<file path="src/rtl/fsc_pkg.sv">
`timescale 1ns / 1ps

package fsc_pkg;

	localparam int DIV_W = 24;
	localparam int CNT_W = 5;

	localparam logic [DIV_W-1:0] RPM_NUM   = 24'd1000000;
	localparam logic [DIV_W-1:0] PCT_SCALE = 24'd100;
	localparam logic [6:0]       FULL_PCT  = 7'd100;

	typedef enum logic [2:0] {
		REG_PWM_RANGE  = 3'd0,
		REG_KICK_SPEED = 3'd1,
		REG_MIN_SPEED  = 3'd2,
		REG_MAX_SPEED  = 3'd3,
		REG_STOP_TEMP  = 3'd4,
		REG_FULL_TEMP  = 3'd5,
		REG_START_TEMP = 3'd6,
		REG_PPR        = 3'd7
	} reg_idx_t;

	typedef enum logic [5:0] {
		S_IDLE = 6'b000001,
		S_PREP = 6'b000010,
		S_DIV  = 6'b000100,
		S_DEC  = 6'b001000,
		S_LOAD = 6'b010000,
		S_EMIT = 6'b100000
	} state_t;

	typedef enum logic [2:0] {
		OP_RPM1 = 3'd0,
		OP_RPM2 = 3'd1,
		OP_TGT  = 3'd2,
		OP_KICK = 3'd3,
		OP_DUTY = 3'd4
	} div_op_t;

	typedef struct packed {
		logic [15:0] duty;
		logic [6:0]  speed;
		logic        written;
		logic        last;
	} res_t;

endpackage

</file>
<file path="src/rtl/fan_speed_controller_top.sv">
`timescale 1ns / 1ps

// Fan speed controller: temperature curve and tachometer speed measurement.
// Input channel (s_axis): one transaction is either a temperature sample
// (tuser 0, tdata[7:0] signed degrees C) or a tach edge (tuser 1,
// tdata[31:8] interval in microseconds).
// Output channel (m_axis): one transaction per input, two when a stopped fan
// needs a kick-start; tlast marks the final one, tuser marks a PWM update.
// Configuration: cfg_we writes cfg_data into register cfg_addr;
// write only while the block is idle.
// Arithmetic: all arithmetic runs through one shared restoring divider, one
// quotient bit per cycle. A tach edge takes two divisions (none with a zero
// interval), a sample that changes the speed one or two divisions, and a
// kick-start one more; a sample with no change needs at most one division.
// One item is processed at a time.
// The output register lets the next input be accepted while the final
// result still waits; a stalled receiver holds any result that is ready to
// leave, and processing halts until the output register frees.
// Reset clears the output valid flag, the speed, duty and rpm state and loads
// the default register values; no clearing pass is needed.

module fan_speed_controller_top (
	input  logic        clk,
	input  logic        arst_n,
	input  logic        cfg_we,
	input  logic [2:0]  cfg_addr,
	input  logic [15:0] cfg_data,
	input  logic        s_axis_tvalid,
	output logic        s_axis_tready,
	input  logic [31:0] s_axis_tdata,  // temperature[7:0], edge_interval_us[31:8]
	input  logic        s_axis_tuser,  // func
	output logic        m_axis_tvalid,
	input  logic        m_axis_tready,
	output logic [55:0] m_axis_tdata,  // duty[15:0], speed_percent[22:16],
	                                   // fan_rpm[48:23], zero[55:49]
	output logic        m_axis_tuser,  // duty_written
	output logic        m_axis_tlast
);

	logic [15:0]       range_q;
	logic [6:0]        kick_speed_q;
	logic [6:0]        min_q;
	logic [6:0]        max_q;
	logic signed [7:0] stop_q;
	logic signed [7:0] full_q;
	logic signed [7:0] start_q;
	logic [3:0]        ppr_q;

	logic [6:0]  present_speed_q;
	logic [15:0] present_duty_q;
	logic [25:0] measured_rpm_q;
	logic        edge_seen_q;

	fsc_pkg::state_t state_q, state_d;

	logic              func_q;
	logic signed [7:0] temp_q;
	logic [23:0]       dt_q;

	logic signed [17:0] tgt_q;
	logic               neg_q;
	logic [6:0]         c_q;
	logic               kick_pend_q;
	fsc_pkg::res_t      res_q;

	logic [fsc_pkg::DIV_W-1:0] div_q_q;
	logic [fsc_pkg::DIV_W-1:0] div_r_q;
	logic [fsc_pkg::DIV_W-1:0] div_d_q;
	logic [fsc_pkg::CNT_W-1:0] div_cnt_q;
	fsc_pkg::div_op_t          op_q;

	logic                      start_en;
	logic [fsc_pkg::DIV_W-1:0] start_dvd;
	logic [fsc_pkg::DIV_W-1:0] start_dvs;
	fsc_pkg::div_op_t          start_op;

	logic [fsc_pkg::DIV_W:0] rem_sh;
	logic [fsc_pkg::DIV_W:0] rem_sub;
	logic                    rem_ge;

	logic signed [8:0]  den_w, diff_w, dspd_w;
	logic signed [17:0] mn_x, den_x, diff_x, dspd_x, num_w;
	logic [17:0]        num_mag;
	logic [8:0]         den_mag;
	logic               t_below, t_have;

	logic [6:0]  kick_eff;
	logic [6:0]  clamp_w;
	logic        tgt_ne;
	logic [6:0]  load_pct;
	logic [22:0] duty_prod;
	logic [3:0]  ppr_eff;
	logic [25:0] rpm_w;
	logic [17:0] tgt_div;

	logic        out_valid_q;
	logic [15:0] out_duty_q;
	logic [6:0]  out_speed_q;
	logic [25:0] out_rpm_q;
	logic        out_wr_q;
	logic        out_last_q;
	logic        out_free;

	assign s_axis_tready = (state_q == fsc_pkg::S_IDLE);
	assign out_free      = !out_valid_q || m_axis_tready;

	assign m_axis_tvalid = out_valid_q;
	assign m_axis_tdata  = {7'd0, out_rpm_q, out_speed_q, out_duty_q};
	assign m_axis_tuser  = out_wr_q;
	assign m_axis_tlast  = out_last_q;

	// curve arithmetic
	assign den_w   = {full_q[7], full_q} - {stop_q[7], stop_q};
	assign diff_w  = {temp_q[7], temp_q} - {stop_q[7], stop_q};
	assign dspd_w  = {2'b00, max_q} - {2'b00, min_q};
	assign mn_x    = {11'd0, min_q};
	assign den_x   = {{9{den_w[8]}}, den_w};
	assign diff_x  = {{9{diff_w[8]}}, diff_w};
	assign dspd_x  = {{9{dspd_w[8]}}, dspd_w};
	assign num_w   = mn_x * den_x + diff_x * dspd_x;
	assign num_mag = num_w[17] ? (~num_w + 18'd1) : num_w;
	assign den_mag = den_w[8] ? (~den_w + 9'd1) : den_w;
	assign t_below = temp_q < stop_q;
	assign t_have  = (present_speed_q != 7'd0) || (temp_q >= start_q);

	assign kick_eff = (kick_speed_q > fsc_pkg::FULL_PCT) ? fsc_pkg::FULL_PCT : kick_speed_q;
	assign tgt_ne   = tgt_q != {11'd0, present_speed_q};

	always_comb begin
		if (tgt_q[17]) begin
			clamp_w = 7'd0;
		end else if (tgt_q > 18'sd100) begin
			clamp_w = fsc_pkg::FULL_PCT;
		end else begin
			clamp_w = tgt_q[6:0];
		end
	end

	assign load_pct  = kick_pend_q ? kick_eff : c_q;
	assign duty_prod = {7'd0, range_q} * {16'd0, load_pct};
	assign ppr_eff   = (ppr_q == 4'd0) ? 4'd1 : ppr_q;
	// rpm = quotient * 60
	assign rpm_w     = {div_q_q[19:0], 6'd0} - {4'd0, div_q_q[19:0], 2'd0};
	assign tgt_div   = neg_q ? (~div_q_q[17:0] + 18'd1) : div_q_q[17:0];

	// restoring divider step
	assign rem_sh  = {div_r_q, div_q_q[fsc_pkg::DIV_W-1]};
	assign rem_sub = rem_sh - {1'b0, div_d_q};
	assign rem_ge  = rem_sh >= {1'b0, div_d_q};

	always_comb begin
		state_d   = state_q;
		start_en  = 1'b0;
		start_dvd = '0;
		start_dvs = '0;
		start_op  = fsc_pkg::OP_TGT;
		case (state_q)
			fsc_pkg::S_IDLE: begin
				if (s_axis_tvalid) state_d = fsc_pkg::S_PREP;
			end
			fsc_pkg::S_PREP: begin
				if (func_q) begin
					if (dt_q == 24'd0) begin
						state_d = fsc_pkg::S_EMIT;
					end else begin
						start_en  = 1'b1;
						start_dvd = fsc_pkg::RPM_NUM;
						start_dvs = dt_q;
						start_op  = fsc_pkg::OP_RPM1;
					end
				end else if (t_below) begin
					state_d = fsc_pkg::S_DEC;
				end else if (t_have) begin
					if (den_w == 9'sd0) begin
						state_d = fsc_pkg::S_DEC;
					end else begin
						start_en  = 1'b1;
						start_dvd = {6'd0, num_mag};
						start_dvs = {15'd0, den_mag};
						start_op  = fsc_pkg::OP_TGT;
					end
				end else begin
					state_d = fsc_pkg::S_EMIT;
				end
			end
			fsc_pkg::S_DIV: begin
				if (div_cnt_q == '0) begin
					case (op_q)
						fsc_pkg::OP_RPM1: begin
							start_en  = 1'b1;
							start_dvd = {4'd0, div_q_q[19:0]};
							start_dvs = {20'd0, ppr_eff};
							start_op  = fsc_pkg::OP_RPM2;
						end
						fsc_pkg::OP_TGT: state_d = fsc_pkg::S_DEC;
						default: state_d = fsc_pkg::S_EMIT;
					endcase
				end
			end
			fsc_pkg::S_DEC: begin
				state_d = tgt_ne ? fsc_pkg::S_LOAD : fsc_pkg::S_EMIT;
			end
			fsc_pkg::S_LOAD: begin
				start_en  = 1'b1;
				start_dvd = {1'b0, duty_prod};
				start_dvs = fsc_pkg::PCT_SCALE;
				start_op  = kick_pend_q ? fsc_pkg::OP_KICK : fsc_pkg::OP_DUTY;
			end
			fsc_pkg::S_EMIT: begin
				if (out_free) state_d = res_q.last ? fsc_pkg::S_IDLE : fsc_pkg::S_LOAD;
			end
			default: state_d = fsc_pkg::S_IDLE;
		endcase
		if (start_en) state_d = fsc_pkg::S_DIV;
	end

	always_ff @(posedge clk or negedge arst_n) begin
		if (!arst_n) begin
			state_q <= fsc_pkg::S_IDLE;
		end else begin
			state_q <= state_d;
		end
	end

	always_ff @(posedge clk or negedge arst_n) begin
		if (!arst_n) begin
			range_q      <= 16'd1080;
			kick_speed_q <= 7'd35;
			min_q        <= 7'd10;
			max_q        <= 7'd80;
			stop_q       <= 8'sd35;
			full_q       <= 8'sd75;
			start_q      <= 8'sd42;
			ppr_q        <= 4'd2;
		end else if (cfg_we) begin
			case (cfg_addr)
				fsc_pkg::REG_PWM_RANGE:  range_q      <= cfg_data;
				fsc_pkg::REG_KICK_SPEED: kick_speed_q <= cfg_data[6:0];
				fsc_pkg::REG_MIN_SPEED:  min_q        <= cfg_data[6:0];
				fsc_pkg::REG_MAX_SPEED:  max_q        <= cfg_data[6:0];
				fsc_pkg::REG_STOP_TEMP:  stop_q       <= cfg_data[7:0];
				fsc_pkg::REG_FULL_TEMP:  full_q       <= cfg_data[7:0];
				fsc_pkg::REG_START_TEMP: start_q      <= cfg_data[7:0];
				fsc_pkg::REG_PPR:        ppr_q        <= cfg_data[3:0];
				default: ;
			endcase
		end
	end

	// fan state
	always_ff @(posedge clk or negedge arst_n) begin
		if (!arst_n) begin
			present_speed_q <= 7'd0;
			present_duty_q  <= 16'd0;
			measured_rpm_q  <= 26'd0;
			edge_seen_q     <= 1'b0;
		end else begin
			if (state_q == fsc_pkg::S_PREP) begin
				if (func_q) begin
					edge_seen_q <= 1'b1;
				end else begin
					if (!edge_seen_q) measured_rpm_q <= 26'd0;
					edge_seen_q <= 1'b0;
				end
			end
			if (state_q == fsc_pkg::S_DIV && div_cnt_q == '0) begin
				if (op_q == fsc_pkg::OP_RPM2) measured_rpm_q <= rpm_w;
				if (op_q == fsc_pkg::OP_DUTY) begin
					present_speed_q <= c_q;
					present_duty_q  <= div_q_q[15:0];
				end
			end
		end
	end

	// item payload and working registers
	always_ff @(posedge clk) begin
		if (state_q == fsc_pkg::S_IDLE && s_axis_tvalid) begin
			func_q <= s_axis_tuser;
			temp_q <= s_axis_tdata[7:0];
			dt_q   <= s_axis_tdata[31:8];
		end
		case (state_q)
			fsc_pkg::S_PREP: begin
				tgt_q <= t_below ? 18'sd0 : {11'd0, max_q};
				neg_q <= num_w[17] ^ den_w[8];
				res_q <= '{duty: present_duty_q, speed: present_speed_q,
				           written: 1'b0, last: 1'b1};
			end
			fsc_pkg::S_DIV: begin
				if (div_cnt_q == '0) begin
					case (op_q)
						fsc_pkg::OP_TGT: tgt_q <= tgt_div;
						fsc_pkg::OP_KICK: res_q <= '{duty: div_q_q[15:0], speed: kick_eff,
						                            written: 1'b1, last: 1'b0};
						fsc_pkg::OP_DUTY: res_q <= '{duty: div_q_q[15:0], speed: c_q,
						                            written: 1'b1, last: 1'b1};
						default: ;
					endcase
				end
			end
			fsc_pkg::S_DEC: begin
				c_q         <= clamp_w;
				kick_pend_q <= (present_speed_q == 7'd0) && (clamp_w != 7'd0)
				               && (clamp_w < kick_eff);
			end
			fsc_pkg::S_EMIT: begin
				if (out_free) kick_pend_q <= 1'b0;
			end
			default: ;
		endcase
	end

	// shared divider, one quotient bit per cycle
	always_ff @(posedge clk or negedge arst_n) begin
		if (!arst_n) begin
			div_cnt_q <= '0;
			op_q      <= fsc_pkg::OP_TGT;
		end else if (start_en) begin
			div_cnt_q <= fsc_pkg::CNT_W'(fsc_pkg::DIV_W);
			op_q      <= start_op;
		end else if (state_q == fsc_pkg::S_DIV && div_cnt_q != '0) begin
			div_cnt_q <= div_cnt_q - 1'b1;
		end
	end

	always_ff @(posedge clk) begin
		if (start_en) begin
			div_q_q <= start_dvd;
			div_r_q <= '0;
			div_d_q <= start_dvs;
		end else if (state_q == fsc_pkg::S_DIV && div_cnt_q != '0) begin
			div_q_q <= {div_q_q[fsc_pkg::DIV_W-2:0], rem_ge};
			div_r_q <= rem_ge ? rem_sub[fsc_pkg::DIV_W-1:0] : rem_sh[fsc_pkg::DIV_W-1:0];
		end
	end

	// output register
	always_ff @(posedge clk or negedge arst_n) begin
		if (!arst_n) begin
			out_valid_q <= 1'b0;
		end else if (state_q == fsc_pkg::S_EMIT && out_free) begin
			out_valid_q <= 1'b1;
		end else if (m_axis_tready) begin
			out_valid_q <= 1'b0;
		end
	end

	always_ff @(posedge clk) begin
		if (state_q == fsc_pkg::S_EMIT && out_free) begin
			out_duty_q  <= res_q.duty;
			out_speed_q <= res_q.speed;
			out_rpm_q   <= measured_rpm_q;
			out_wr_q    <= res_q.written;
			out_last_q  <= res_q.last;
		end
	end

endmodule
</file>
<file path="config.mk">
export PLATFORM = sky130hd
export DESIGN_NAME = fan_speed_controller_top
export DESIGN_NICKNAME = d
export VERILOG_FILES = /design/src/rtl/fsc_pkg.sv /design/src/rtl/fan_speed_controller_top.sv
export SDC_FILE = /design/constraint.sdc
export NUM_CORES = 1
export LEC_CHECK = 0
export BUFFER_PORTS_ARGS = -buffer_cell sky130_fd_sc_hd__buf_2
export CORE_ASPECT_RATIO = 1.2
export CORE_MARGIN = 2
export CORE_UTILIZATION = 55
export CTS_BUF_LIST = sky130_fd_sc_hd__clkbuf_2 sky130_fd_sc_hd__clkbuf_4 sky130_fd_sc_hd__clkbuf_8
export CTS_CLUSTER_DIAMETER = 40
export DETAILED_ROUTE_END_ITERATION = 12
export PLACE_DENSITY = 0.7
export SYNTH_ARGS = -nofsm -noshare
export SYNTH_HDL_FRONTEND = slang
export SYNTH_SLANG_ARGS = --single-unit
</file>
<file path="constraint.sdc">
create_clock -name clk -period 17.95 [get_ports clk]
set_clock_uncertainty 0.15 [all_clocks]
set_input_delay 5.385 -clock clk [delete_from_list [all_inputs] [get_ports clk]]
set_output_delay 5.385 -clock clk [all_outputs]
set_load 0.02 [all_outputs]
</file>
# Yosys cells after proc, flatten, opt, wreduce, memory -nomap -nowiden
# Index checks and enable logic that the tools add are counted.
[totals] register_bits=338 input_bits=57 output_inout_bits=60 word_cells=199
[op_classes] addsub=10 n_mul=3 n_lt_le_gt_ge=6 n_eq_ne=30 n_mux=73 bitwise_logic=4 reduce_logical=37
[op_table] op="24-bit two-way mux" n=6
[op_table] op="24-bit case mux with 3 select lines" n=2
[op_table] op="26-bit two-way mux" n=5
[op_table] op="18-bit two-way mux" n=7
[op_table] op="25-bit case mux with 2 select lines" n=2
[op_table] op="20-bit two-way mux" n=3
[op_table] op="6-bit two-way mux" n=10
[op_table] op="18-bit by 1-bit adder with 18-bit output (second input constant)" n=2
[op_table] op="9-bit two-way mux" n=4
[op_table] op="18-bit NOT" n=2
[op_table] op="18-bit case mux with 2 select lines" n=1
[op_table] op="6-bit case mux with 6 select lines" n=1
[op_table] op="7-bit two-way mux" n=5
[op_table] op="26-bit by 22-bit subtractor with 26-bit output" n=1
[op_table] op="25-bit by 24-bit greater-or-equal comparator with 1-bit output" n=1
[op_table] op="25-bit two-way mux" n=1
[op_table] op="24-bit zero test" n=1
[op_table] op="24-bit subtractor" n=1
[op_table] op="16-bit by 7-bit multiplier with 23-bit output" n=1
[op_table] op="2-bit AND reduction" n=11
[op_table] op="17-bit by 17-bit adder with 18-bit output" n=1
[op_table] op="18-bit by 8-bit > comparator with 1-bit output (second input constant)" n=1
[op_table] op="18-bit by 7-bit inequality test with 1-bit output" n=1
[op_table] op="8-bit by 8-bit subtractor with 9-bit output" n=2
[op_table] op="other kinds (49)" n=91

# Depth between registers and ports, before layout
# Gate-level depths: netlist of run 1.
[depth] depth_word=12 depth_mapped=35 mapped_depth_nobuf=33

# Least setup slack after synthesis of run 1
# OpenSTA, ideal clock, no wires.
[synth_timing] kind="register -> register" from="reg stop_q[0]" to="reg div_q_q[1] (netlist bit) (data pin)" setup_ps=265 arrival_time_ps=8095 required_time_ps=17535 setup_slack_ps=9440 path_stages_with_launch=30 n_path_buf=2 synth_period_minus_slack_ps=8510 cell_sequence="dfstp_2 > ha_1 > inv_1 > fa_1 > a211oi_4 > o21a_1 > nor2_1 > o31ai_1 > clkbuf_1 > nand2_1 > fa_1 > inv_1 > fa_1 > fa_1 > fa_1 > fa_1 > inv_1 > fa_1 > inv_1 > ha_1 > buf_2 > and3_1 > nand3_1 > a21oi_1 > o41ai_2 > o21ai_0 > xnor2_2 > mux2_2 > a221oi_1 > a21oi_1"
[synth_via] elab_chain_len=12 elab_cells_between_ends=21 classes_between="add/sub: 4; mul: 2; order compare: 1; mux: 12; bitwise: 1; reduce/logical: 1"
[synth_lines] item="start: declaration" line_no="fan_speed_controller_top.sv:44" text="logic signed [7:0] stop_q;"
[synth_lines] item="start signal: assignment" line_no="fan_speed_controller_top.sv:241" text="fsc_pkg::REG_STOP_TEMP: stop_q <= cfg_data[7:0];"
[synth_lines] item="8-bit by 8-bit subtractor with 9-bit output, on equally long branches" line_no="fan_speed_controller_top.sv:113, fan_speed_controller_top.sv:114"
[synth_lines] item="8-bit by 9-bit multiplier with 17-bit output / 9-bit by 8-bit multiplier with 17-bit output (equally long branches)" line_no="fan_speed_controller_top.sv:120" text="assign num_w = mn_x * den_x + diff_x * dspd_x;"
[synth_lines] item="17-bit by 17-bit adder with 18-bit output" line_no="fan_speed_controller_top.sv:120"
[synth_lines] item="18-bit NOT" line_no="fan_speed_controller_top.sv:121" text="assign num_mag = num_w[17] ? (~num_w + 18'd1) : num_w;"
[synth_lines] item="18-bit by 1-bit adder with 18-bit output" line_no="fan_speed_controller_top.sv:121"
[synth_lines] item="18-bit two-way mux" line_no="fan_speed_controller_top.sv:121"
[synth_lines] item="18-bit two-way mux" line_no="fan_speed_controller_top.sv:174" text="if (den_w == 9'sd0) begin"
[synth_lines] item="18-bit two-way mux" line_no="fan_speed_controller_top.sv:173" text="end else if (t_have) begin"
[synth_lines] item="18-bit two-way mux" line_no="fan_speed_controller_top.sv:171" text="end else if (t_below) begin"
[synth_lines] item="24-bit two-way mux" line_no="fan_speed_controller_top.sv:162" text="if (func_q) begin"
[synth_lines] item="24-bit case mux with 3 select lines" line_no="fan_speed_controller_top.sv:157" text="case (state_q)"
[synth_lines] item="24-bit two-way mux *" line_no="fan_speed_controller_top.sv:328" text="if (start_en) begin"
[synth_lines] item="end signal: assignment" line_no="fan_speed_controller_top.sv:329" text="div_q_q <= start_dvd;"
[synth_lines] item="end signal: assignment" line_no="fan_speed_controller_top.sv:333" text="div_q_q <= {div_q_q[fsc_pkg::DIV_W-2:0], rem_ge};"
[synth_lines] item="end: declaration" line_no="fan_speed_controller_top.sv:66" text="logic [fsc_pkg::DIV_W-1:0] div_q_q;"
# Mark *: on every way between the ends. The rest lies on a longest branch, timed or not.
# A chain may end at the register's enable or synchronous reset.

# Worst setup path in the final report of run 1
# Same ends and word-level chain as after synthesis.

==> results of run 1 <==
-- state kept, by name (all words and copies together) (netlist names), 8 cells and up --
signal,count
full_q,8
stop_q,8
present_duty_q,16
tgt_q,18
div_r_q,24
temp_q,8
out_duty_q,16
div_d_q,24
res_q,25
measured_rpm_q,26
div_q_q,24
start_q,8
range_q,16
dt_q,24
out_rpm_q,26
-- metal layers --
metal	vias up	part of all wire	GRT usage
li1	9217	-	-
met1	9649	0.40	0.331
met2	634	0.51	0.474
met3	174	0.048	0.0370
met4	0	0.045	0.115
met5	-	0	0
-- critical path, delay by kind of cell (launching register included) --
| family | cells | cell delay (ps) |
|---|---|---|
| AOI/OAI and AO/OA | 8 | 1970 |
| xor gates and xnor gates | 1 | 150 |
| adders and majority gates | 9 | 4270 |
| buffers and inverters | 6 | 690 |
| DFF | 1 | 540 |
| muxes | 1 | 360 |
| and+or+nand+nor | 4 | 760 |
-- kinds of logic after synthesis --
logic type / count (synthesis) / share of synthesized area
adders and majority gates: 398 / 0.250
AOI/OAI and AO/OA: 491 / 0.116
other: 1 / 0.000142
and+or+nand+nor: 764 / 0.139
buffers and inverters: 466 / 0.0679
DFF: 338 / 0.351
xor gates and xnor gates: 137 / 0.0459
muxes: 72 / 0.0301
-- final cells by class --
type / count / area share
Multi-Input combinational cell: 1869 / 0.531
Sequential cell: 338 / 0.319
Inverter: 381 / 0.0491
Clock buffer: 69 / 0.0311
Tap cell: 630 / 0.0271
Timing Repair Buffer: 136 / 0.0259
Clock inverter: 42 / 0.0164
-- path summary, 6_finish.rpt --
check | slack [ps] | end | start | cells past startpoint
min | 270 | out_speed_q[6] | res_q[8] | 0
max in group asynchronous | 11740 | measured_rpm_q[1] | arst_n | 2
max reg2reg | 8730 | div_q_q[1] | stop_q[0] | 29
max | 8730 | div_q_q[1] | stop_q[0] | 29
min reg2reg | 270 | out_speed_q[6] | res_q[8] | 0
min in group asynchronous | 4530 | range_q[13] | arst_n | 1
-- stage by stage --
stage | utilization | hold WS [ps]
final | 0.609 | 268
after global routing | 0.609 | 281
after CTS | 0.609 | 271
after detailed placement | 0.580 | 255
after global placement | 0.580 | 254
after floorplan | - | 250
-- placed cells by master, fill, tap and decap left out, types with 96 or more instances in the layout --
master	count
a21oi_1	96
buf_2	108
dfrtp_1	106
edfxtp_1	184
fa_1	218
ha_1	180
inv_1	380
nand2_1	265
nor2_1	181
o21ai_0	184
xnor2_1	100
==> flow_summary.toml, run 1 <==
[synth]
netlist_area_um2 = 26500
synth.cells.most_frequent = "inv_1 (380), nand2_1 (265), fa_1 (218)"
syn_inst = 2667
ys_seq_area_frac = 0.351
synth_top_cells_by_area = "edfxtp_1 (21%), fa_1 (16%), dfrtp_1 (10%)"
yosys_warnings = 0
synth-main-ff-cell = "edfxtp_1"
yosysUniqueCellTypes = 89
synth_largest_area_cell = "edfxtp_1"
yosysMostFrequentCell = "inv_1"
synthArstFlopShare = 0.385
avgSynthCellArea_um2 = 9.93
yosysTopAreaCellShare = 0.209
synth_edf_count = 184
yosys_register_bits = 338

[routing]
drtIter0Drc = 1335
wire_per_inst_um = 18.9
vias = 19700
wl_um = 65600
drc = 0
post_drt_via_cell_ratio = 5.68
drt-pass1-iter-count = 6
drtAntennaViolNets = 0

[setup_path]
cp_data_arrival_time_ps = 9490
crit_type = "reg2reg"
crit_fanout = 19
max_stage_delay_ps = 600
cpMostUsedCell = "fa_1"
cpMaxStageDelayCell = "fa_1"
critPathRequiredTime_ps = 18210
endpoint_kind = "flop"
startpoint_type = "flop"

[finish]
fin_area_um2 = 29100
drive_above_1_share = 0.130
regArea_um2 = 9290
stdcell_count = 3465
multi_input_area_um2 = 15500
nets = 3240
num-fill-cells = 4066
areaGrowthSynthToFinish_pct = 9.92
antenna_cells = 0

[clock_network]
cts_buffers = 59
path_clk_slew_ps = 70
clkSinkCount = 338
cts_max_level = 2
cts_hold_buffers = 0
clk_path_buf_depth = 3
insertion_delay_ps = 680
cts_setup_buffers = 0
cts-root-buf = "clkbuf_8"
tritoncts = "yes"
post_cts_resize_count = 0

[place]
placed_area_um2 = 27700
gp_congestion = 0.963
numPortBuffers = 109
place_inst = 3353
preCtsSetupSlack_ps = 8830
dp_hpwl_um = 51500

[floorplan]
die_h_um = 244
fp.coreArea_um2 = 47800
core.rowCount = 88
dieArea_um2 = 49900
start_util = 0.554
ios = 117
die_w_um = 204

[sta]
drv_slew = 0
setup_violations = 0
worst_slew_pin_slew_ps = 1200
max_freq_mhz = 108
setup_tns_ps = 0
rsz0062_at_grt = "no"
setup_ws_ps = 8730
min_period_ps = 9220
finalCritPeriodShare = 0.514
hold_viol_final = 0
relSlewSlack = 0.195

[global_routing]
grt_max_degree = 72
globalRouteTotalUtil = 0.270
antenna_found_initial = 0
gr-total-overflow = 0
grt_pass1_vias = 20100
grt_pass1_wl_um = 105000

[status]
outcome = "completed"

[min_path]
hp-class = "reg2reg"

[run]
maxCapViolCount = 0
Power of run 1 is left out: the tool's default activity adds up to more than one toggle a clock period on the data nets, which glitch-free logic cannot reach.
==> run 2: changes to the inputs <==
Clock period 17.95 ns to 9.2 ns, I/O delays scaled along.
==> run 2 against run 1 <==
  * Largest cell class unchanged
  * Final cell count about the same
  * Sequential share of layout area decreased by 0.063 points
  * Highest routed layer is now met5
  * Core utilization increased by 0.12 points
  * Critical endpoint is now div_q_q[15]
==> flow_summary.toml, run 2 (synthesis gave the netlist of run 1 again) <==
[setup_path]
cp_data_arrival_time_ps = 9080
critical_path.reg2reg.endpoint = "div_q_q[15]"
crit_type = "reg2reg"
max_stage_delay_ps = 600
rr_worst_depth = 28
r2r-start = "min_q[1]"
crit_fanout = 9
startpoint_type = "flop"
cp-endpoint = "div_q_q[15]"
cpMaxStageDelayCell = "dfstp_2"
r2r_slack_ps = 370
endpoint_kind = "flop"
critPathRequiredTime_ps = 9450
startpoint = "min_q[1]"
cpMostUsedCell = "fa_1"

[clock_network]
cts_max_level = 2
path_clk_slew_ps = 70
tritoncts = "yes"
cts-root-buf = "clkbuf_8"
insertion_delay_ps = 700
cts_buffers = 59
clkSinkCount = 338
clk_path_buf_depth = 3

[floorplan]
ios = 117
start_util = 0.554
die_h_um = 244
fp.coreArea_um2 = 47800
dieArea_um2 = 49900
die_w_um = 204
core.rowCount = 88

[sta]
min_period_ps = 8830
finalCritPeriodShare = 0.960
max_freq_mhz = 113
relSlewSlack = 0.285
setup_tns_ps = 0
drv_slew = 0
worst_slew_pin_slew_ps = 1070
setup_violations = 0
hold_viol_final = 0
setup_ws_ps = 368
fin_hold_ws_ps = 261

[place]
place_inst = 3357
numPortBuffers = 109
dp_hpwl_um = 52500
preCtsSetupSlack_ps = 317
gp_congestion = 0.969

[finish]
stdcell_count = 3468
largest_registers = "measured_rpm_q x26, out_rpm_q x26, res_q x25"
final_common_cell = "inv_1"
areaGrowthSynthToFinish_pct = 10.1
final_cell_mix = "inv_1 (380), nand2_1 (265), fa_1 (217)"
drive_above_1_share = 0.134
nets = 3244
antenna_cells = 0

[routing]
wire_per_inst_um = 19.4
drc = 0
drt-pass1-iter-count = 5
vias = 19700
drtIter0Drc = 1208
drtAntennaViolNets = 0
wl_um = 67400
post_drt_via_cell_ratio = 5.69

[global_routing]
grt_pass1_vias = 20000
globalRouteTotalUtil = 0.275
grt_max_degree = 72
antenna_found_initial = 1
grt_pass1_wl_um = 107000
gr-total-overflow = 0

[run]
maxCapViolCount = 0

[status]
outcome = "completed"

[min_path]
hold_path_startpoint = "res_q[23]"
hp-class = "reg2reg"
-- run 2: cell type report --
cell class	instances	area (um2)
Fill cell	4031	18600
Multi-Input combinational cell	1869	15500
Clock buffer	77	966
Clock inverter	33	437
Inverter	381	1430
Tap cell	630	788
Sequential cell	338	9290
Timing Repair Buffer	140	785
-- run 2: worst min path at each step --
stage,end,slack (ps),cells past startpoint
2_1_floorplan,m_axis_tuser,250,0
3_3_place_gp,out_duty_q[2],250,0
3_5_place_dp,m_axis_tuser,250,0
4_1_cts,out_duty_q[14],270,0
5_1_grt,out_speed_q[6],280,0
6_report,out_duty_q[14],260,0
-- run 2: critical path, delay by kind of cell (launching register included) --
family | cells | cell delay [ps]
AOI/OAI and AO/OA | 9 | 2020
xor gates and xnor gates | 3 | 580
and+or+nand+nor | 3 | 750
adders and majority gates | 8 | 3980
buffers and inverters | 5 | 480
DFF | 1 | 600
-- run 2: through the flow --
step | util | instance area [um2]
after floorplan | - | 26500
after global placement | 0.581 | 27700
after CTS | 0.610 | 29200
final | 0.610 | 29200
after global routing | 0.610 | 29200
after detailed placement | 0.581 | 27700
-- run 2: routing by layer --
metal / share of wire / wire length (um) / vias to the layer above / GRT usage
li1: - / - / 9237 / -
met2: 0.51 / 34400 / 630 / 0.483
met1: 0.40 / 26600 / 9715 / 0.340
met5: 0.00010 / 7 / - / 0
met4: 0.043 / 2920 / 2 / 0.115
met3: 0.052 / 3480 / 160 / 0.0376
-- run 2: what timing repair did --
action	CTS	global route
hold buffers	0	0
endpoints found under the setup margin	0	17
gates resized for setup	0	4
setup buffers	0	1
Power of run 2 is left out for the same reason.
